--- src/sv/stis_pkg.sv ---
// shared types and constants for the sorted-table interval search unit
`timescale 1ns / 1ps
package stis_pkg;

  localparam int IdxW   = 8;
  localparam int ValInW = 32;
  localparam int SlotW  = 8;
  localparam int CfgW   = 9;

  localparam logic [CfgW-1:0] CfgReset = 9'd256;

  localparam logic OpWrite = 1'b0;
  localparam logic OpQuery = 1'b1;

  typedef struct packed {
    logic lt;
    logic eq;
    logic gt;
  } stis_cmp_t;

endpackage

--- src/sv/stis_cmp.sv ---
// shared signed comparator: key against the entry just read
`timescale 1ns / 1ps
module stis_cmp #(
  parameter int VALUE_WIDTH = 32
) (
  input  logic signed [VALUE_WIDTH-1:0] key_i,
  input  logic signed [VALUE_WIDTH-1:0] entry_i,
  output stis_pkg::stis_cmp_t           res_o
);

  import stis_pkg::*;

  // lt/gt refer to the key relative to the entry
  always_comb begin
    res_o.lt = key_i < entry_i;
    res_o.eq = key_i == entry_i;
    res_o.gt = key_i > entry_i;
  end

endmodule

--- config.mk ---
export PLATFORM = sky130hd
export DESIGN_NAME = stis_cmp
export DESIGN_NICKNAME = d
export VERILOG_FILES = /design/src/sv/stis_pkg.sv /design/src/sv/stis_cmp.sv
export SDC_FILE = /design/constraint.sdc
export NUM_CORES = 1
export LEC_CHECK = 0
export CORE_MARGIN = 1
export CORE_UTILIZATION = 49
export DETAILED_ROUTE_END_ITERATION = 6
export DONT_BUFFER_PORTS = 1
export SETUP_SLACK_MARGIN = 0.2
export SLEW_MARGIN = 5
export SYNTH_ARGS = -nofsm -noshare
export SYNTH_HDL_FRONTEND = slang
export SYNTH_SLANG_ARGS = --single-unit
--- constraint.sdc ---
create_clock -name vclk -period 2.8
set_input_delay 0.56 -clock vclk [all_inputs]
set_output_delay 0.56 -clock vclk [all_outputs]
set_load 0.005 [all_outputs]
### Word-level counts from Yosys, hierarchy flattened

Index checks and enable logic that the tools add are counted.

* eq/ne operators: 1
* magnitude comparators: 2

Operators with widths (count)
* $eq 32x32->1: 1
* $gt 32x32->1: 1
* $lt 32x32->1: 1

* logic and storage cells: 3
* register bits after elaboration: 0
* output and inout port bits: 3
* input bits: 64

### Depth between registers and ports, before layout

Gate-level depths: netlist (run 1).

* depth after elaboration: 1
* depth in mapped cells: 8
* mapped depth without buffers: 8

### Worst setup path before layout (run 1)

Ideal clock, no wire load.

* path type: input to output
* start: input entry_i[14]
* end: output res_o[0] in the netlist's numbering
* arrival time: 1.996 ns
* stages: 8
* path slack: 0.244 ns
* required time: 2.240 ns
* cell sequence: inv_1 ha_1 a21oi_2 nand2_1 a221o_1 a211o_1 a21oi_2 mux2i_1

RTL lines
* start, declared: line stis_cmp.sv:7 `input logic signed [VALUE_WIDTH-1:0] entry_i,`
* end, declared: line stis_cmp.sv:8 `output stis_pkg::stis_cmp_t res_o`

==> results by group, run 1 <==
Layout
  • Fraction of final layout cells sized beyond drive strength 1: 0.350
  • Antenna diodes: 0
  • Area of the multi-input gates: 955 µm²
  • Register area: 0 µm²
  • Clock buffers: 0
  • Area grow syn2layout: 35.6%
  • Num sequential: 0
  • Nets: 221
  • Fill count: 116

Route
  • Post-DRT Antenna Nets: 0
  • Number of DRC markers in iteration 0: 16
  • Routed wire length: 1740 µm
  • DRC violations left: 10
  • Wire per inst: 12.5 µm
  • Pre-Repair DR Iteration Count: 6
  • Vias post-DR: 801
  • Via density: 5.76

Yosys
  • Syn_area_per_cell: 7.10 µm²
  • Area share of the leading cell type in the synthesized netlist: 0.474
  • Seq/Total Area, Yosys: 0
  • Synth Instances: 119
  • Top cell type by total area after synthesis: ha_1
  • Top cells by area, synth: ha_1, inv_1, a21oi_1
  • Count of cell types in the netlist: 23
  • Yosys warns: 0
  • Mapped Nets: 215
  • Cell area after synthesis: 845 µm²

Critical path
  • Worst Path Required: 2.24 ns
  • Worst EP arrival: 2.03 ns
  • Setup CP Type: primary input to primary output
  • Crit-path slowest cell: a221o_1
  • Most Frequent Cell on Critical Path: a21oi_2
  • Crit-path max cell delay: 0.34 ns
  • Setup crit start kind: primary input
  • Worst-path maximum fanout: 3
  • Setup crit end kind: primary output
  • Crit-path cells: inv_2, ha_4, a21oi_2, nand2_1, a221o_1, a211o_1, a21oi_2, mux2i_1

Floorplan
  • Starting Density: 0.542
  • Die Ht: 43.5 µm
  • Die X: 43.5 µm
  • Die ar.: 1890 µm²
  • Site row count: 14
  • # IOs: 67
  • Core Footprint: 1560 µm²

STA
  • WHS: 1.42 ns
  • Final setup margin: 0.207 ns
  • Fin crit period: 2.59 ns
  • Worst rel slew slack: 0.710
  • Final setup viols: 0
  • Final worst-path cycle share: 0.926
  • Worst-margin pin slew: 0.431 ns
  • Final hold viol count: 0
  • Fin Setup TNS: 0 ns
  • Final slew viol count: 0
  • Peak Freq: 386 MHz
  • RSZ-0062 raised after global routing: true

Power
  • Overall Power: 160 µW
  • VDD IR max: 0.0748 mV
  • Power per cell area: 139 nW/µm²
  • Leakage power: 0.000569 µW

Global route
  • Vias in the first global route: 656
  • Largest net degree at the start of global routing: 6
  • Gr usage total: 0.175
  • Global route total overflow: 0
  • Initial antenna violation count: 0
  • Wire length of the first global-routing pass: 2660 µm

Placed design
  • I/O Buffers: 0
  • Hpwl dp: 1380 µm
  • GPL Wtd Cong: 0.640
  • Placement Setup Slack: 0.102 ns

Job
  • MaxCap Viol Count: 0

Worst hold path
  • HP Class: primary input to primary output

Clock tree
  • Post-CTS Hold Fix Bufs: 0

Status
  • Failing checks: design-rule violations
  • Outcome: complete, but fails checks
[worst max-delay path: cells and delay by family]
family / cells / cell delay [ns]
AOI/OAI and AO/OA: 4 / 0.90
muxes: 1 / 0.25
and+or+nand+nor: 1 / 0.07
adders and majority gates: 1 / 0.20
buffers and inverters: 1 / 0.05
[worst paths after layout]
check | slack, ns | endpoint | cells after the start | startpoint
worst max-delay path | 0.21 | res_o[2] | 8 | entry_i[14]
worst min-delay path | 1.42 | res_o[2] | 2 | key_i[31]
[through the flow]
stage / cells / util / cell area [µm²]
floorplan: 119 / - / 845
global placement: 135 / 0.555 / 865
detailed placement: 135 / 0.555 / 865
CTS: 138 / 0.656 / 1020
global route: 139 / 0.734 / 1140
finish: 139 / 0.734 / 1140
[cell usage after synthesis (all sizes together), types with 2 or more instances]
cell,number
inv,34
ha,32
a21oi,12
mux2i,2
nand4,6
o21ai,5
nand3,3
nor4,3
a21o,2
nand2,8
nor2,2
[layer usage]
metal  track usage  share of wire
met1         0.240           0.45
met2         0.309           0.46
met3       0.00833          0.071
met4        0.0250          0.016
met5             0              0
[power by group]
part / total (µW) / internal (µW) / switching, µW
sequential: 0 / 0 / 0
combinational: 160 / 82.7 / 76.9
clock: 0 / 0 / 0
total: 160 / 82.7 / 76.9
[kinds of logic (layout without fill, tap and decap cells)]
kind of cell,count (synthesis),in the layout,share of synthesized area
AND/OR/NAND/NOR,26,26,0.162
multiplexers,2,2,0.0237
buffers and inverters,34,38,0.151
adder cells (fa/ha/maj),32,32,0.474
AO/OA/AOI/OAI,25,25,0.190
[what timing repair did]
action	in CTS	in global routing
pin swaps	10	11
setup buffers	3	1
endpoints found under the setup margin	2	2
resized for setup	22	21
[final cells by class]
type / instances / area share
multi-input cells: 85 / 0.834
inverters: 34 / 0.116
well taps: 16 / 0.0175
repair buffers: 4 / 0.0328
[cell usage in the layout (no fill, tap or decap), types with 2 or more instances in the layout]
cell type  count
inv_1         24
ha_1          18
ha_4          14
inv_2          9
a21oi_2        9
nand2_1        7
nand4_1        6
a21oi_1        3
nand3_1        3
o21ai_0        2
a21o_1         2
nor2_1         2
nor4_1         2
o21ai_2        2
mux2i_1        2
buf_6          2
buf_4          2
Note: power is estimated with default switching activity, not from simulation.
==> run 2, diff against run 1 <==
--- a/config.mk
+++ b/config.mk
@@ -6,7 +6,7 @@
 export NUM_CORES = 1
 export LEC_CHECK = 0
 export CORE_MARGIN = 1
-export CORE_UTILIZATION = 49
+export CORE_UTILIZATION = 40
 export DETAILED_ROUTE_END_ITERATION = 6
 export DONT_BUFFER_PORTS = 1
 export SETUP_SLACK_MARGIN = 0.2
==> run 2 against run 1 <==
Final area shrank 0.33%; count of clock-buffer cells in the layout unchanged; hold slack is essentially flat; global-route usage decreased by 1.4 points; setup slack gained 0.052 ns; non-clock buffer count unchanged; via count is 2.6% higher; the flow now finishes without violations; final cell count rose by 7.9%; wire length up 9.2%.
==> results by group, run 2 (synthesis gave the netlist of run 1 again) <==
Status
  • Outcome: finished clean

Floorplan
  • Core Footprint: 1980 µm² (+27%)
  • Die Ht: 48.0 µm (+10%)
  • # IOs: 67 (unchanged)
  • Die ar.: 2300 µm² (+21%)
  • Site row count: 16 (+2)
  • Starting Density: 0.426 (-0.116)
  • Die X: 48.0 µm (+10%)

STA
  • WHS: 1.42 ns (+0.000470 ns)
  • Final slew viol count: 0 (unchanged)
  • Fin crit period: 2.54 ns (-0.0520 ns)
  • Worst-margin pin slew: 0.408 ns (-0.0237 ns)
  • Final worst-path cycle share: 0.908 (-0.0186)
  • RSZ-0062 raised after global routing: true
  • Peak Freq: 393 MHz (+2.0%)
  • Fin Setup TNS: 0 ns (unchanged)
  • Final setup viols: 0 (unchanged)
  • Final hold viol count: 0 (unchanged)
  • Worst rel slew slack: 0.726 (+0.0159)

Critical path
  • Setup crit start kind: primary input
  • Setup CP Type: primary input to primary output
  • Worst-path maximum fanout: 2 (-1)
  • Crit-path cells: inv_2, ha_4, a21oi_2, o21ai_1, a221o_1, a211o_1, a21oi_2, mux2i_1
  • Most Frequent Cell on Critical Path: a21oi_2
  • Buf/Inv on CP: 1 (unchanged)
  • Worst Path Required: 2.24 ns (about the same)
  • CP startpoint: entry_i[7]
  • Setup crit end kind: primary output
  • Largest delay share family, worst path: compound AO/OA/AOI/OAI gates
  • Crit-path slowest cell: a221o_1
  • Critical Path Stages: 8 (unchanged)
  • Worst EP arrival: 1.98 ns (-0.05 ns)
  • Crit-path max cell delay: 0.29 ns (-0.05 ns)

Power
  • Overall Power: 155 µW (-2.7%)
  • Leakage power: 0.000563 µW (-1.2%)
  • Power per cell area: 136 nW/µm² (-2.3%)
  • VDD IR max: 0.0599 mV (-20%)

Job
  • MaxCap Viol Count: 0 (unchanged)

Route
  • DRC violations left: 0 (-10)
  • Pre-Repair DR Iteration Count: 3 (-3)
  • Vias post-DR: 822 (+2.6%)
  • Routed wire length: 1890 µm (+9.2%)
  • Wire per inst: 12.6 µm (+1.2%)
  • Via density: 5.48 (-4.9%)
  • Number of DRC markers in iteration 0: 5 (-11)
  • Post-DRT Antenna Nets: 0 (unchanged)

Global route
  • Wire length of the first global-routing pass: 2720 µm (+2.3%)
  • Vias in the first global route: 747 (+14%)
  • Largest net degree at the start of global routing: 6 (unchanged)
  • Gr usage total: 0.161 (-0.0140)
  • Global route total overflow: 0 (unchanged)
  • Initial antenna violation count: 0 (unchanged)

Layout
  • Most frequent cells in the layout: inv_1, ha_1, ha_4
  • Leading cell type in the layout, fill and taps excluded: inv_1
  • Clock buffers: 0 (unchanged)
  • Num sequential: 0 (unchanged)
  • End-of-flow core utilization: 0.576 (-0.159)
  • Fraction of final layout cells sized beyond drive strength 1: 0.341 (-0.00813)
  • Nets: 221 (unchanged)
  • Area grow syn2layout: 35.1%
  • Fill count: 181 (+56%)
  • Antenna diodes: 0 (unchanged)
  • Register area: 0 µm² (unchanged)

Worst hold path
  • Hold Path Origin: key_i[31]
  • Cells on Worst Hold Path: 2 (unchanged)
  • HP Class: primary input to primary output

Placed design
  • I/O Buffers: 0 (unchanged)
  • GPL Wtd Cong: 0.671 (+5.0%)
  • Hpwl dp: 1510 µm (+9.7%)
-- run 2: metrics by stage --
stage / worst slack (ns) / instances / instance area [µm²]
finish: 0.259 / 150 / 1140
global route: 0.163 / 150 / 1140
CTS: 0.182 / 149 / 1090
detailed placement: -0.0466 / 147 / 886
global placement: -0.0459 / 147 / 886
floorplan: 0.244 / 119 / 845
-- run 2: report_power, final --
group / internal, µW / switching, µW
Combinational: 79.0 / 76.4
Clock: 0 / 0
Sequential: 0 / 0
-- run 2: final timing paths --
path,slack [ns],end
worst max-delay path,0.26,res_o[0]
worst min-delay path,1.42,res_o[2]
-- run 2: cell type report --
| cell class | count | area [µm²] | share of cell area |
|---|---|---|---|
| Multi-Input combinational cell | 85 | 945 | 0.828 |
| Inverter | 34 | 133 | 0.116 |
| Tap cell | 27 | 33.8 | 0.0296 |
| Timing Repair Buffer | 4 | 30.0 | 0.0263 |
-- run 2: metal layers --
layer  vias up  GRT usage  wire length, µm
li1        424          -                -
met1       359      0.180              742
met2        37      0.327             1010
met3         2     0.0189              128
met4         0     0.0167               16
met5         -          0                0
-- run 2: timing repair --
action | CTS | global route
endpoints found under the setup margin | 2 | 2
hold buffers | 0 | 0
setup buffers | 2 | 1
gates resized for setup | 28 | 12
pin swaps | 21 | 10
